===== src/sv/pdv_pkg.sv =====
// pdv_pkg: shared widths, register indexes, divider request/response types
// and the constant multiply used by the velocity estimator.
// No dependencies.
package pdv_pkg;

  localparam int unsigned AXES      = 3;
  localparam int unsigned AXW       = (AXES > 1) ? $clog2(AXES) : 1;
  localparam int unsigned TW        = 32;
  localparam int unsigned MIN_W     = 20;
  localparam int unsigned VV_W      = 48;
  localparam int unsigned MUL_IW    = 53;
  localparam int unsigned MUL_OW    = 67;
  localparam int unsigned USEC_SH   = 6;

  localparam int unsigned DIV_W     = 68;
  localparam int unsigned DVS_W     = 34;
  localparam int unsigned DIV_STEP  = 4;
  localparam int unsigned DIV_CYC   = DIV_W / DIV_STEP;
  localparam int unsigned CNT_W     = $clog2(DIV_CYC + 1);

  localparam int unsigned CFG_IDX_W = 2;
  localparam logic [CFG_IDX_W-1:0] CFG_MIN_GAP = 2'd0;
  localparam logic [CFG_IDX_W-1:0] CFG_MAX_GAP = 2'd1;

  localparam logic [MIN_W-1:0] MIN_GAP_RST = 20'd1000;
  localparam logic [TW-1:0]    MAX_GAP_RST = 32'd500000;

  typedef struct packed {
    logic             start;
    logic [DIV_W-1:0] dividend;
    logic [DVS_W-1:0] divisor;
  } div_req_t;

  typedef struct packed {
    logic             done;
    logic [DIV_W-1:0] quotient;
  } div_rsp_t;

  // 15625 = 2^14 - 2^10 + 2^8 + 2^3 + 1; 10^6 = 15625 << 6
  function automatic logic [MUL_OW-1:0] mul15625(input logic [MUL_IW-1:0] a);
    logic [MUL_OW-1:0] w;
    w = {{(MUL_OW-MUL_IW){1'b0}}, a};
    return (w << 14) - (w << 10) + (w << 8) + (w << 3) + w;
  endfunction

endpackage


===== src/sv/pdv_div.sv =====
// pdv_div: shared restoring divider, DIV_STEP quotient bits per cycle.
// Depends on pdv_pkg for widths and the request/response words.
module pdv_div
  import pdv_pkg::*;
(
  input  logic     clk_i,
  input  logic     rst_ni,
  input  div_req_t req_i,
  output div_rsp_t rsp_o
);

  logic [DIV_W-1:0] quo_q, quo_d;
  logic [DVS_W-1:0] rem_q, rem_d;
  logic [DVS_W-1:0] dvs_q;
  logic [CNT_W-1:0] cnt_q;
  logic             busy_q;
  logic             done_q;

  always_comb begin
    logic [DVS_W:0] sh;
    quo_d = quo_q;
    rem_d = rem_q;
    for (int k = 0; k < DIV_STEP; k++) begin
      sh    = {rem_d, quo_d[DIV_W-1]};
      quo_d = {quo_d[DIV_W-2:0], 1'b0};
      if (sh >= {1'b0, dvs_q}) begin
        rem_d    = DVS_W'(sh - {1'b0, dvs_q});
        quo_d[0] = 1'b1;
      end else begin
        rem_d = sh[DVS_W-1:0];
      end
    end
  end

  always_ff @(posedge clk_i or negedge rst_ni) begin
    if (!rst_ni) begin
      busy_q <= 1'b0;
      done_q <= 1'b0;
      cnt_q  <= '0;
    end else begin
      done_q <= 1'b0;
      if (req_i.start) begin
        quo_q  <= req_i.dividend;
        rem_q  <= '0;
        dvs_q  <= req_i.divisor;
        cnt_q  <= '0;
        busy_q <= 1'b1;
      end else if (busy_q) begin
        quo_q <= quo_d;
        rem_q <= rem_d;
        cnt_q <= cnt_q + 1'b1;
        if (cnt_q == CNT_W'(DIV_CYC - 1)) begin
          busy_q <= 1'b0;
          done_q <= 1'b1;
        end
      end
    end
  end

  assign rsp_o.done     = done_q;
  assign rsp_o.quotient = quo_q;

  a_start_idle: assert property (@(posedge clk_i) disable iff (!rst_ni)
    req_i.start |-> !busy_q)
    else $error("divider started while busy");

  a_done_after_busy: assert property (@(posedge clk_i) disable iff (!rst_ni)
    done_q |-> $past(busy_q))
    else $error("divider done without a run");

  a_rem_bound: assert property (@(posedge clk_i) disable iff (!rst_ni)
    busy_q |-> (rem_q < dvs_q))
    else $error("divider remainder not below divisor");

endmodule


===== src/sv/position_difference_velocity.sv =====
// Finite-difference velocity estimator: one position word in, one velocity word out.
// An update runs the shared divider three times per axis; a gap at or above max_gap_us
// skips the divisions, and an invalid sample skips them and the commit. The next word is
// taken the cycle after the result is loaded. Async active-low reset clears the control,
// stored last-sample and output registers (not the captured input or divider datapath);
// min_gap_us resets to 1000 and max_gap_us to 500000.
module position_difference_velocity
  import pdv_pkg::*;
(
  input  logic                 clk_i,
  input  logic                 rst_ni,
  input  logic                 cfg_valid_i,
  output logic                 cfg_ready_o,
  input  logic [CFG_IDX_W-1:0] cfg_index_i,
  input  logic [TW-1:0]        cfg_data_i,
  input  logic                 in_valid_i,
  output logic                 in_stall_o,
  input  logic                 sample_good_i,
  input  logic [TW-1:0]        time_us_i,
  input  logic signed [TW-1:0] pos_x_i,
  input  logic signed [TW-1:0] pos_y_i,
  input  logic signed [TW-1:0] pos_z_i,
  input  logic [TW-1:0]        var_x_i,
  input  logic [TW-1:0]        var_y_i,
  input  logic [TW-1:0]        var_z_i,
  output logic                 out_valid_o,
  input  logic                 out_stall_i,
  output logic                 status_out_o,
  output logic                 update_made_o,
  output logic signed [TW-1:0] vel_x_o,
  output logic signed [TW-1:0] vel_y_o,
  output logic signed [TW-1:0] vel_z_o,
  output logic [VV_W-1:0]      vvar_x_o,
  output logic [VV_W-1:0]      vvar_y_o,
  output logic [VV_W-1:0]      vvar_z_o
);

  typedef enum logic [3:0] {
    ST_IDLE, ST_CHECK, ST_GAP, ST_VEL_PREP, ST_VEL_GO, ST_VEL_WAIT,
    ST_VAR1_GO, ST_VAR1_WAIT, ST_VAR2_GO, ST_VAR2_WAIT, ST_COMMIT, ST_FINISH
  } state_e;

  state_e           state_q;
  logic [AXW-1:0]   ax_q;
  logic             good_q;
  logic [TW-1:0]    time_q;
  logic [TW-1:0]    pos_q [AXES];
  logic [TW-1:0]    var_q [AXES];
  logic [TW-1:0]    last_time_q;
  logic [TW-1:0]    last_pos_q [AXES];
  logic [TW-1:0]    last_var_q [AXES];
  logic [TW-1:0]    held_vel_q [AXES];
  logic [TW-1:0]    g_q;
  logic             neg_q;
  logic [TW:0]      mag_q;
  logic             res_status_q;
  logic             res_upd_q;
  logic [VV_W-1:0]  vvar_q [AXES];
  logic [MIN_W-1:0] min_gap_q;
  logic [TW-1:0]    max_gap_q;
  logic             out_valid_q;
  logic             out_status_q;
  logic             out_upd_q;
  logic [TW-1:0]    out_vel_q [AXES];
  logic [VV_W-1:0]  out_vvar_q [AXES];

  logic [TW-1:0]     in_pos [AXES];
  logic [TW-1:0]     in_var [AXES];
  logic [TW:0]       diff;
  logic [TW:0]       vsum;
  logic [TW-1:0]     gap_lo;
  logic [TW-1:0]     gap_clamped;
  logic [MUL_IW-1:0] mul_a;
  logic [MUL_OW-1:0] mul_p;
  logic [TW-1:0]     vel_sat;
  logic [VV_W-1:0]   vvar_sat;
  div_req_t          div_req;
  div_rsp_t          div_rsp;

  assign in_pos[0] = pos_x_i;
  assign in_pos[1] = pos_y_i;
  assign in_pos[2] = pos_z_i;
  assign in_var[0] = var_x_i;
  assign in_var[1] = var_y_i;
  assign in_var[2] = var_z_i;

  assign diff = {pos_q[ax_q][TW-1], pos_q[ax_q]} - {last_pos_q[ax_q][TW-1], last_pos_q[ax_q]};
  assign vsum = {1'b0, var_q[ax_q]} + {1'b0, last_var_q[ax_q]};

  assign gap_lo      = (min_gap_q == '0) ? TW'(1) : {{(TW-MIN_W){1'b0}}, min_gap_q};
  assign gap_clamped = (g_q < gap_lo) ? gap_lo : g_q;

  always_comb begin
    case (state_q)
      ST_VEL_GO:  mul_a = {{(MUL_IW-TW-1){1'b0}}, mag_q};
      ST_VAR1_GO: mul_a = {{(MUL_IW-TW-1){1'b0}}, vsum};
      ST_VAR2_GO: mul_a = div_rsp.quotient[MUL_IW-1:0];
      default:    mul_a = '0;
    endcase
  end

  assign mul_p = mul15625(mul_a);

  always_comb begin
    div_req.start = (state_q == ST_VEL_GO) || (state_q == ST_VAR1_GO) ||
                    (state_q == ST_VAR2_GO);
    case (state_q)
      ST_VEL_GO: begin
        div_req.dividend = DIV_W'({mul_p, {USEC_SH{1'b0}}}) + DIV_W'(g_q >> 1);
        div_req.divisor  = {{(DVS_W-TW){1'b0}}, g_q};
      end
      ST_VAR1_GO: begin
        div_req.dividend = DIV_W'({mul_p, {USEC_SH{1'b0}}});
        div_req.divisor  = {{(DVS_W-TW){1'b0}}, g_q};
      end
      default: begin
        div_req.dividend = DIV_W'(mul_p);
        div_req.divisor  = {g_q, 2'b00};
      end
    endcase
  end

  pdv_div u_div (
    .clk_i  (clk_i),
    .rst_ni (rst_ni),
    .req_i  (div_req),
    .rsp_o  (div_rsp)
  );

  always_comb begin
    if (neg_q) begin
      if (|div_rsp.quotient[DIV_W-1:TW-1]) vel_sat = {1'b1, {(TW-1){1'b0}}};
      else                                 vel_sat = TW'(-div_rsp.quotient[TW-1:0]);
    end else begin
      if (|div_rsp.quotient[DIV_W-1:TW-1]) vel_sat = {1'b0, {(TW-1){1'b1}}};
      else                                 vel_sat = div_rsp.quotient[TW-1:0];
    end
    if (|div_rsp.quotient[DIV_W-1:VV_W]) vvar_sat = '1;
    else                                 vvar_sat = div_rsp.quotient[VV_W-1:0];
  end

  always_ff @(posedge clk_i or negedge rst_ni) begin
    if (!rst_ni) begin
      state_q      <= ST_IDLE;
      ax_q         <= '0;
      good_q       <= 1'b0;
      last_time_q  <= '0;
      min_gap_q    <= MIN_GAP_RST;
      max_gap_q    <= MAX_GAP_RST;
      res_status_q <= 1'b0;
      res_upd_q    <= 1'b0;
      out_valid_q  <= 1'b0;
      out_status_q <= 1'b0;
      out_upd_q    <= 1'b0;
      for (int i = 0; i < AXES; i++) begin
        last_pos_q[i] <= '0;
        last_var_q[i] <= '0;
        held_vel_q[i] <= '0;
        vvar_q[i]     <= '0;
        out_vel_q[i]  <= '0;
        out_vvar_q[i] <= '0;
      end
    end else begin
      if (cfg_valid_i) begin
        case (cfg_index_i)
          CFG_MIN_GAP: min_gap_q <= cfg_data_i[MIN_W-1:0];
          CFG_MAX_GAP: max_gap_q <= cfg_data_i;
          default: ;
        endcase
      end

      if (out_valid_q && !out_stall_i && (state_q != ST_FINISH)) begin
        out_valid_q <= 1'b0;
      end

      case (state_q)
        ST_IDLE: begin
          if (in_valid_i) begin
            good_q <= sample_good_i;
            time_q <= time_us_i;
            for (int i = 0; i < AXES; i++) begin
              pos_q[i] <= in_pos[i];
              var_q[i] <= in_var[i];
            end
            state_q <= ST_CHECK;
          end
        end
        ST_CHECK: begin
          res_status_q <= 1'b0;
          res_upd_q    <= 1'b0;
          for (int i = 0; i < AXES; i++) begin
            vvar_q[i] <= '0;
          end
          if (good_q) begin
            g_q     <= time_q - last_time_q;
            state_q <= ST_GAP;
          end else begin
            state_q <= ST_FINISH;
          end
        end
        ST_GAP: begin
          if (g_q >= max_gap_q) begin
            state_q <= ST_COMMIT;
          end else begin
            g_q          <= gap_clamped;
            ax_q         <= '0;
            res_status_q <= 1'b1;
            res_upd_q    <= 1'b1;
            state_q      <= ST_VEL_PREP;
          end
        end
        ST_VEL_PREP: begin
          neg_q   <= diff[TW];
          mag_q   <= diff[TW] ? (TW+1)'(-diff) : diff;
          state_q <= ST_VEL_GO;
        end
        ST_VEL_GO: state_q <= ST_VEL_WAIT;
        ST_VEL_WAIT: begin
          if (div_rsp.done) begin
            held_vel_q[ax_q] <= vel_sat;
            state_q          <= ST_VAR1_GO;
          end
        end
        ST_VAR1_GO: state_q <= ST_VAR1_WAIT;
        ST_VAR1_WAIT: begin
          if (div_rsp.done) begin
            state_q <= ST_VAR2_GO;
          end
        end
        ST_VAR2_GO: state_q <= ST_VAR2_WAIT;
        ST_VAR2_WAIT: begin
          if (div_rsp.done) begin
            vvar_q[ax_q] <= vvar_sat;
            if (ax_q == AXW'(AXES - 1)) begin
              state_q <= ST_COMMIT;
            end else begin
              ax_q    <= ax_q + 1'b1;
              state_q <= ST_VEL_PREP;
            end
          end
        end
        ST_COMMIT: begin
          last_time_q <= time_q;
          for (int i = 0; i < AXES; i++) begin
            last_pos_q[i] <= pos_q[i];
            last_var_q[i] <= var_q[i];
          end
          state_q <= ST_FINISH;
        end
        ST_FINISH: begin
          if (!out_valid_q || !out_stall_i) begin
            out_valid_q  <= 1'b1;
            out_status_q <= res_status_q;
            out_upd_q    <= res_upd_q;
            for (int i = 0; i < AXES; i++) begin
              out_vel_q[i]  <= held_vel_q[i];
              out_vvar_q[i] <= vvar_q[i];
            end
            state_q <= ST_IDLE;
          end
        end
        default: state_q <= ST_IDLE;
      endcase
    end
  end

  assign cfg_ready_o   = 1'b1;
  assign in_stall_o    = (state_q != ST_IDLE);
  assign out_valid_o   = out_valid_q;
  assign status_out_o  = out_status_q;
  assign update_made_o = out_upd_q;
  assign vel_x_o       = out_vel_q[0];
  assign vel_y_o       = out_vel_q[1];
  assign vel_z_o       = out_vel_q[2];
  assign vvar_x_o      = out_vvar_q[0];
  assign vvar_y_o      = out_vvar_q[1];
  assign vvar_z_o      = out_vvar_q[2];

  a_vvar_zero: assert property (@(posedge clk_i) disable iff (!rst_ni)
    (out_valid_q && !out_upd_q) |->
      ((out_vvar_q[0] == '0) && (out_vvar_q[1] == '0) && (out_vvar_q[2] == '0)))
    else $error("velocity variance nonzero without update");

  a_upd_status: assert property (@(posedge clk_i) disable iff (!rst_ni)
    (out_valid_q && out_upd_q) |-> out_status_q)
    else $error("update reported with status cleared");

  a_gap_nonzero: assert property (@(posedge clk_i) disable iff (!rst_ni)
    ((state_q == ST_VEL_GO) || (state_q == ST_VAR1_GO) || (state_q == ST_VAR2_GO))
      |-> (g_q != '0))
    else $error("division issued with zero gap");

endmodule

===== config.mk =====
export PLATFORM = sky130hd
export DESIGN_NAME = position_difference_velocity
export DESIGN_NICKNAME = d
export VERILOG_FILES = /design/src/sv/pdv_pkg.sv /design/src/sv/pdv_div.sv /design/src/sv/position_difference_velocity.sv
export SDC_FILE = /design/constraint.sdc
export NUM_CORES = 2
export LEC_CHECK = 0
export BUFFER_PORTS_ARGS = -buffer_cell sky130_fd_sc_hd__buf_2
export CAP_MARGIN = 20
export CORE_ASPECT_RATIO = 1.5
export CORE_MARGIN = 2
export CORE_UTILIZATION = 56
export DETAILED_ROUTE_END_ITERATION = 16
export HOLD_SLACK_MARGIN = 0.03
export PLACE_DENSITY = 0.78
export SYNTH_ARGS = -nofsm -noshare
export SYNTH_HDL_FRONTEND = slang
export SYNTH_HIERARCHICAL = 1
export SYNTH_SLANG_ARGS = --single-unit

===== constraint.sdc =====
create_clock -name clk_i -period 10.7 [get_ports clk_i]
set_input_delay 0.535 -clock clk_i [delete_from_list [all_inputs] [get_ports clk_i]]
set_output_delay 0.535 -clock clk_i [all_outputs]
set_load 0.01 [all_outputs]

# Yosys cells after proc, flatten, opt, wreduce, memory -nomap -nowiden
# Memories as Yosys holds them, arrays and structs flattened. A register that Yosys moved wholly into a read port is not among the register bits.
# Index checks and enable logic that the tools add are counted.
# classes
mux,66
order_cmp,8
n_eq_ne,24
bitwise,1
add_sub_neg,16
n_reduce_logical,39
# op_table
op,count
2-to-1 mux 32 bit,12
case mux 144 bit (2 select lines),1
case mux 102 bit (2 select lines),1
2-to-1 mux 34 bit,5
case mux 53 bit (3 select lines),1
bitwise mux 144 bit,1
2-to-1 mux 144 bit,1
greater-or-equal comparator 35 x 34 -> 1 bit,4
2-to-1 mux 68 bit,2
subtractor 34 bit,4
binary-select mux 32 bit (select 2 bit),2
bitwise mux 96 bit,1
demux 48 bit (select 2 bit),1
2-to-1 mux 48 bit,2
adder 68 x 31 -> 68 bit,1
adder 67 x 53 -> 67 bit,1
adder 67 x 56 -> 67 bit,1
adder 67 x 61 -> 67 bit,1
subtractor 67 x 63 -> 67 bit,1
demux 32 bit (select 2 bit),1
case mux 32 bit (2 select lines),1
case mux 4 bit (12 select lines),1
OR reduction 37 bit,1
adder 32 x 32 -> 33 bit,1
41 further kinds,106
# word_totals
input_bits,264
ff_bits,815
ramBits,192
memories,2
output_inout_bits,245
# memory_table
name,words,word_bits,rd,rd_clocked_by_memory_dff,write_ports,line,rtl
pos_q,3,32,4,3,3,position_difference_velocity.sv:47,logic [TW-1:0] pos_q [AXES];
var_q,3,32,4,3,3,position_difference_velocity.sv:48,logic [TW-1:0] var_q [AXES];

# Logic depth before layout (Yosys ltp)
# depth
ltp_word,13
ltp_mapped,52
mapped_depth_nobuf,45

# Cells and area by module
# Netlist, hierarchy kept.
# modules_own_cells
module,cells_each,area_each_um2,instances
position_difference_velocity,5625,59731.0,1
pdv_div,1681,15031.9,1

# Worst setup path after synthesis
# No wires, ideal clock.
# synth_path
path_kind,reg-to-reg
from,register u_div.dvs_q[1]
to,"register u_div.rem_q[10], data pin"
n_path_buf,7
slack_ns,-0.443
synth_period_minus_slack_ns,11.143
required_time_ns,10.526
arrival_ns,10.969
path_stages_with_launch,49
setup_ns,0.174
cell_sequence,edfxtp_1 > inv_1 > ha_1 > nor2b_1 > o31a_1 > o21ai_0 > a21oi_2 > o311ai_1 > buf_2 > nand2_1 > buf_2 > buf_2 > mux2i_1 > inv_1 > ha_1 > nand2_1 > o211ai_1 > nor3_1 > [13 not listed] > a31o_1 > a21boi_0 > mux2i_4 > buf_2 > mux2_2 > ha_1 > and3_1 > and4_1 > nor3b_1 > o211ai_1 > a31oi_1 > o21ai_0 > a21oi_1 > nor2_1 > and2_1 > buf_2 > or4_1 > a311oi_1
# synth_via
elab_chain_cells,9
elab_cells_between_ends,13
cone_classes,add/sub (4); order compare (4); mux (5)
# synth_rtl
item,line,rtl
from (decl),pdv_div.sv:14,logic [DVS_W-1:0] dvs_q;
from (signal assigned),pdv_div.sv:45,dvs_q <= req_i.divisor;
subtractor 34 bit / greater-or-equal comparator 35 x 34 -> 1 bit (equally long branches),"pdv_div.sv:27, pdv_div.sv:26",
2-to-1 mux 34 bit,pdv_div.sv:26,"if (sh >= {1'b0, dvs_q}) begin"
subtractor 34 bit / greater-or-equal comparator 35 x 34 -> 1 bit (equally long branches),"pdv_div.sv:27, pdv_div.sv:26",
2-to-1 mux 34 bit,pdv_div.sv:26,
subtractor 34 bit / greater-or-equal comparator 35 x 34 -> 1 bit (equally long branches),"pdv_div.sv:27, pdv_div.sv:26",
2-to-1 mux 34 bit,pdv_div.sv:26,
subtractor 34 bit / greater-or-equal comparator 35 x 34 -> 1 bit (equally long branches),"pdv_div.sv:27, pdv_div.sv:26",
2-to-1 mux 34 bit *,pdv_div.sv:26,
2-to-1 mux 34 bit *,pdv_div.sv:48,end else if (busy_q) begin
to (signal assigned),pdv_div.sv:50,rem_q <= rem_d;
to (decl),pdv_div.sv:13,"logic [DVS_W-1:0] rem_q, rem_d;"
# Mark *: on every way between the ends. The rest lies on a longest branch, timed or not.
# A chain may end at the register's enable or synchronous reset.

# Worst setup path after layout
# layout_path
from,register u_div.rem_q[0]
to,"register u_div.rem_q[10], data pin"
# layout_via
elab_chain_cells,9
elab_cells_between_ends,13
cone_classes,add/sub (4); order compare (4); mux (5)
# layout_rtl
item,line
subtractor 34 bit / greater-or-equal comparator 35 x 34 -> 1 bit (equally long branches),"pdv_div.sv:27, pdv_div.sv:26"
2-to-1 mux 34 bit *,pdv_div.sv:26
subtractor 34 bit / greater-or-equal comparator 35 x 34 -> 1 bit (equally long branches),"pdv_div.sv:27, pdv_div.sv:26"
2-to-1 mux 34 bit *,pdv_div.sv:26
subtractor 34 bit / greater-or-equal comparator 35 x 34 -> 1 bit (equally long branches),"pdv_div.sv:27, pdv_div.sv:26"
2-to-1 mux 34 bit *,pdv_div.sv:26
subtractor 34 bit / greater-or-equal comparator 35 x 34 -> 1 bit (equally long branches),"pdv_div.sv:27, pdv_div.sv:26"
2-to-1 mux 34 bit *,pdv_div.sv:26
2-to-1 mux 34 bit *,pdv_div.sv:48
# Marked as above.

==> load_flow_metrics.sql <==
INSERT INTO impl_metrics (metric_group, metric, value, unit) VALUES
('finish', 'fillers', '9582', ''),
('floorplan', 'std_cell_rows', '164', ''),
('run_status', 'outcome', 'finished, violations left', ''),
('finish', 'commonest_cells_after_routing_fill_and_taps_aside', 'buf_4 (781), dfrtp_1 (757), nand2_1 (734), mux2_2 (614), o21ai_0 (605)', ''),
('floorplan', 'die_width', '302', 'um'),
('finish', 'drive_above_1_share', '28.2', '%'),
('cts', 'cts_tree', 'done', ''),
('logic_synthesis', 'async_flop_share', '64.5', '%'),
('cts', 'cts.reportedPaths.clkPinSlew', '0.07', 'ns'),
('setup_path', 'critical_path.slowest_cell', 'or4_4', ''),
('global_routing', 'grt_remaining_overflow', '0', ''),
('logic_synthesis', 'ys_seq_area_share', '43.0', '%'),
('setup_path', 'regToRegEndpoint', 'u_div/rem_q[10]', ''),
('logic_synthesis', 'synth_nets', '8142', ''),
('run_status', 'violations', 'setup timing', ''),
('cts', 'max-clock-path-buffers', '3', ''),
('timing', 'setup_viol', '33', ''),
('setup_path', 'timing.critical_path.fanout_max', '6', ''),
('drt', 'drt-initial-drc-count', '6231', ''),
('setup_path', 'max_stage_delay', '0.57', 'ns'),
('logic_synthesis', 'yosys_warnings', '6', ''),
('timing', 'headroom_to_the_max_slew_limit', '27.3', '%'),
('drt', 'detailroute.via_count', '65283', ''),
('timing', 'setup-tns-final', '-4.48', 'ns'),
('cts', 'cts_sinks', '1199', ''),
('logic_synthesis', 'synth-seq-cells', '1199', ''),
('logic_synthesis', 'yosysTopAreaCellShare', '25.4', '%'),
('floorplan', 'initial_core_util', '56.3', '%'),
('global_routing', 'antenna_found_initial', '13', ''),
('global_routing', 'grt_usage', '38.8', '%'),
('placement', 'hpwlAfterDp', '192', 'mm'),
('logic_synthesis', 'synth_area', '0.0748', 'sq mm'),
('setup_path', 'reg2reg_depth', '48', ''),
('setup_path', 'crit_path_start_kind', 'register', ''),
('timing', 'fin_ws', '-0.297', 'ns'),
('timing', 'final-max-slew-violation-count', '0', ''),
('setup_path', 'critPathRequiredTime', '11.30', 'ns'),
('drt', 'post_drt_wl_per_cell', '25.7', 'um'),
('cts', 'ctsRootBufferMaster', 'clkbuf_16', ''),
('logic_synthesis', 'ys_types', '104', ''),
('setup_path', 'endpoint_class_of_the_critical_path', 'register', ''),
('drt', 'drtPass1Iterations', '6', ''),
('floorplan', 'floorplan.die.height', '452', 'um'),
('setup_path', 'setup.worst_path.class', 'register to register', ''),
('drt', 'via_per_inst', '6.22', ''),
('setup_path', 'path_common_cell', 'buf_6', ''),
('logic_synthesis', 'post-synth-top-area-cell', 'dfrtp_1', ''),
('cts', 'clk-insertion-delay-late', '0.81', 'ns'),
('global_routing', 'pin_count_of_the_biggest_net_entering_global_routing', '164', ''),
('placement', 'placed_cell_count', '9970', ''),
('finish', 'finalNonFillerCells', '10500', ''),
('drt', 'drt.antenna.violating_nets', '0', ''),
('timing', 'post_route_worst_hold_slack', '0.0884', 'ns'),
('logic_synthesis', 'synth_top_cells_by_area', 'dfrtp_1 (25%), edfxtp_1 (17%), mux2_2 (9.7%), ha_1 (7.1%), o21ai_0 (4.3%)', ''),
('logic_synthesis', 'syn_avg_cell_area', '10.2', 'sq um'),
('placement', 'gp_routability_congestion', '1.15', ''),
('finish', 'multiInputGateArea', '0.0413', 'sq mm'),
('global_routing', 'grt_pass1_vias', '66461', ''),
('setup_path', 'critical_path.reg2reg.startpoint', 'u_div/rem_q[0]', ''),
('floorplan', 'floorplan.die_area', '0.137', 'sq mm'),
('timing', 'max_slew.worst_pin.slew', '1.09', 'ns'),
('timing', 'period_share', '103', '%'),
('timing', 'timing.final.crit_period', '11.00', 'ns'),
('timing', 'highest_attainable_clock_frequency', '0.0909', 'GHz'),
('finish', 'layout_commonest_cell', 'buf_4', ''),
('global_routing', 'grt_first_pass_wirelength', '400', 'mm'),
('worst_hold_path', 'holdPathStages', '3', ''),
('timing', 'grt_setup_unrepaired', 'true', ''),
('placement', 'buffer_ports.inserted', '507', ''),
('setup_path', 'timing.reg2reg.setup_slack', '-0.30', 'ns'),
('timing', 'finalClockSkew', '0.0916', 'ns');
## worst min-delay path by stage
stage | from | endpoint | slack, ns
after floorplan | rst_ni | ax_q[0] | 0.24
after detailed placement | vvar_q[133] | vvar_q[133] | 0.47
after global routing | cfg_data_i[19] | max_gap_q[19] | 0.06
after CTS | cfg_data_i[19] | max_gap_q[19] | 0.03
final | out_stall_i | out_valid_o | 0.09
after global placement | held_vel_q[40] | held_vel_q[40] | 0.46
## worst max-delay path: cells and delay by family (launching register included)
kind	cells	cell delay, ns
adder cells (fa/ha/maj)	4	1.17
AND/OR/NAND/NOR	9	1.99
AO/OA/AOI/OAI	21	4.37
flip-flops	1	0.48
buffers and inverters	10	1.52
multiplexers	4	1.23
## kinds of logic (layout without fill, tap and decap cells)
logic type / after synthesis / count (layout) / share of synthesized area (%)
compound gates: 1776 / 1776 / 14.9
xor+xnor: 320 / 320 / 3.75
fa+ha+maj: 572 / 572 / 11.0
buf+inv: 778 / 2222 / 4.01
flops: 1199 / 1199 / 43.0
mux: 801 / 801 / 11.8
other cells: 1 / 8 / 0.00502
simple gates: 1859 / 1859 / 11.5
## metal layers
layer | routed length, um | track usage, % | up-vias
met1 | 93200 | 42.0 | 32041
met4 | 26900 | 32.3 | 2
li1 | - | - | 28938
met3 | 18000 | 7.11 | 1062
met2 | 132000 | 65.8 | 3240
met5 | 14 | 0 | -
## layout make-up
class,count,area share (%)
flip-flops and latches,1199,34.7
clock inverters,74,0.984
well taps,1743,2.35
repair buffers,1571,12.4
diodes,7,0.0189
multi-input cells,5329,44.6
inverters,445,1.80
clock buffers,132,3.15
## cells in the mapped netlist, types with 13 or more instances
cell type	n
or2_2	27
o31ai_1	33
o31a_1	18
dfrtp_1	760
nor2_1	450
clkbuf_1	261
nor2b_1	43
nand4_1	77
xnor2_1	196
a21boi_0	14
and2_1	37
nand2_1	750
o221ai_1	16
ha_1	425
buf_1	29
or3_1	35
buf_2	32
mux2i_1	159
edfxtp_1	426
o21a_1	83
o211ai_1	39
inv_1	445
a31oi_1	42
o21bai_1	37
o21ai_0	648
a211o_1	14
nor3b_1	16
a211oi_1	51
fa_1	147
a21o_1	154
a311oi_1	38
nand3_1	110
and4_1	18
a22oi_1	34
mux2_2	641
nor3_1	95
and3_1	57
nand2b_1	53
dfstp_2	13
xor2_1	124
nor4_1	43
a21oi_1	376
## state kept, by name (all words and copies together), names as in the netlist, 33 cells and up
name / count
vvar_q: 144
held_vel_q: 96
last_pos_q: 96
last_var_q: 96
pos_q: 96
var_q: 96
u_div/quo_q: 68
vvar_x_o: 48
vvar_y_o: 48
vvar_z_o: 48
u_div/dvs_q: 34
u_div/rem_q: 34
mag_q: 33
## stage by stage
| step | cell area (sq um) | setup slack, ns | utilization [%] |
|---|---|---|---|
| after floorplan | 74800 | 0.0464 | - |
| after global placement | 84000 | -1.58 | 63.3 |
| after detailed placement | 84000 | -1.66 | 63.3 |
| after CTS | 91600 | 0.0119 | 69.0 |
| after global routing | 92700 | -0.464 | 69.8 |
| final | 92700 | -0.297 | 69.9 |
## what timing repair did
action                                  CTS  global route
endpoints found under the setup margin   36            62
setup buffers                            27            42
hold endpoints to repair                259             0
pin swaps                                50            54
hold buffers                            243             0
gates cloned                              3             2
gates resized for setup                 184           158
Power is left out: the tool's default activity adds up to more than one toggle a clock period on the data nets, which glitch-free logic cannot reach.
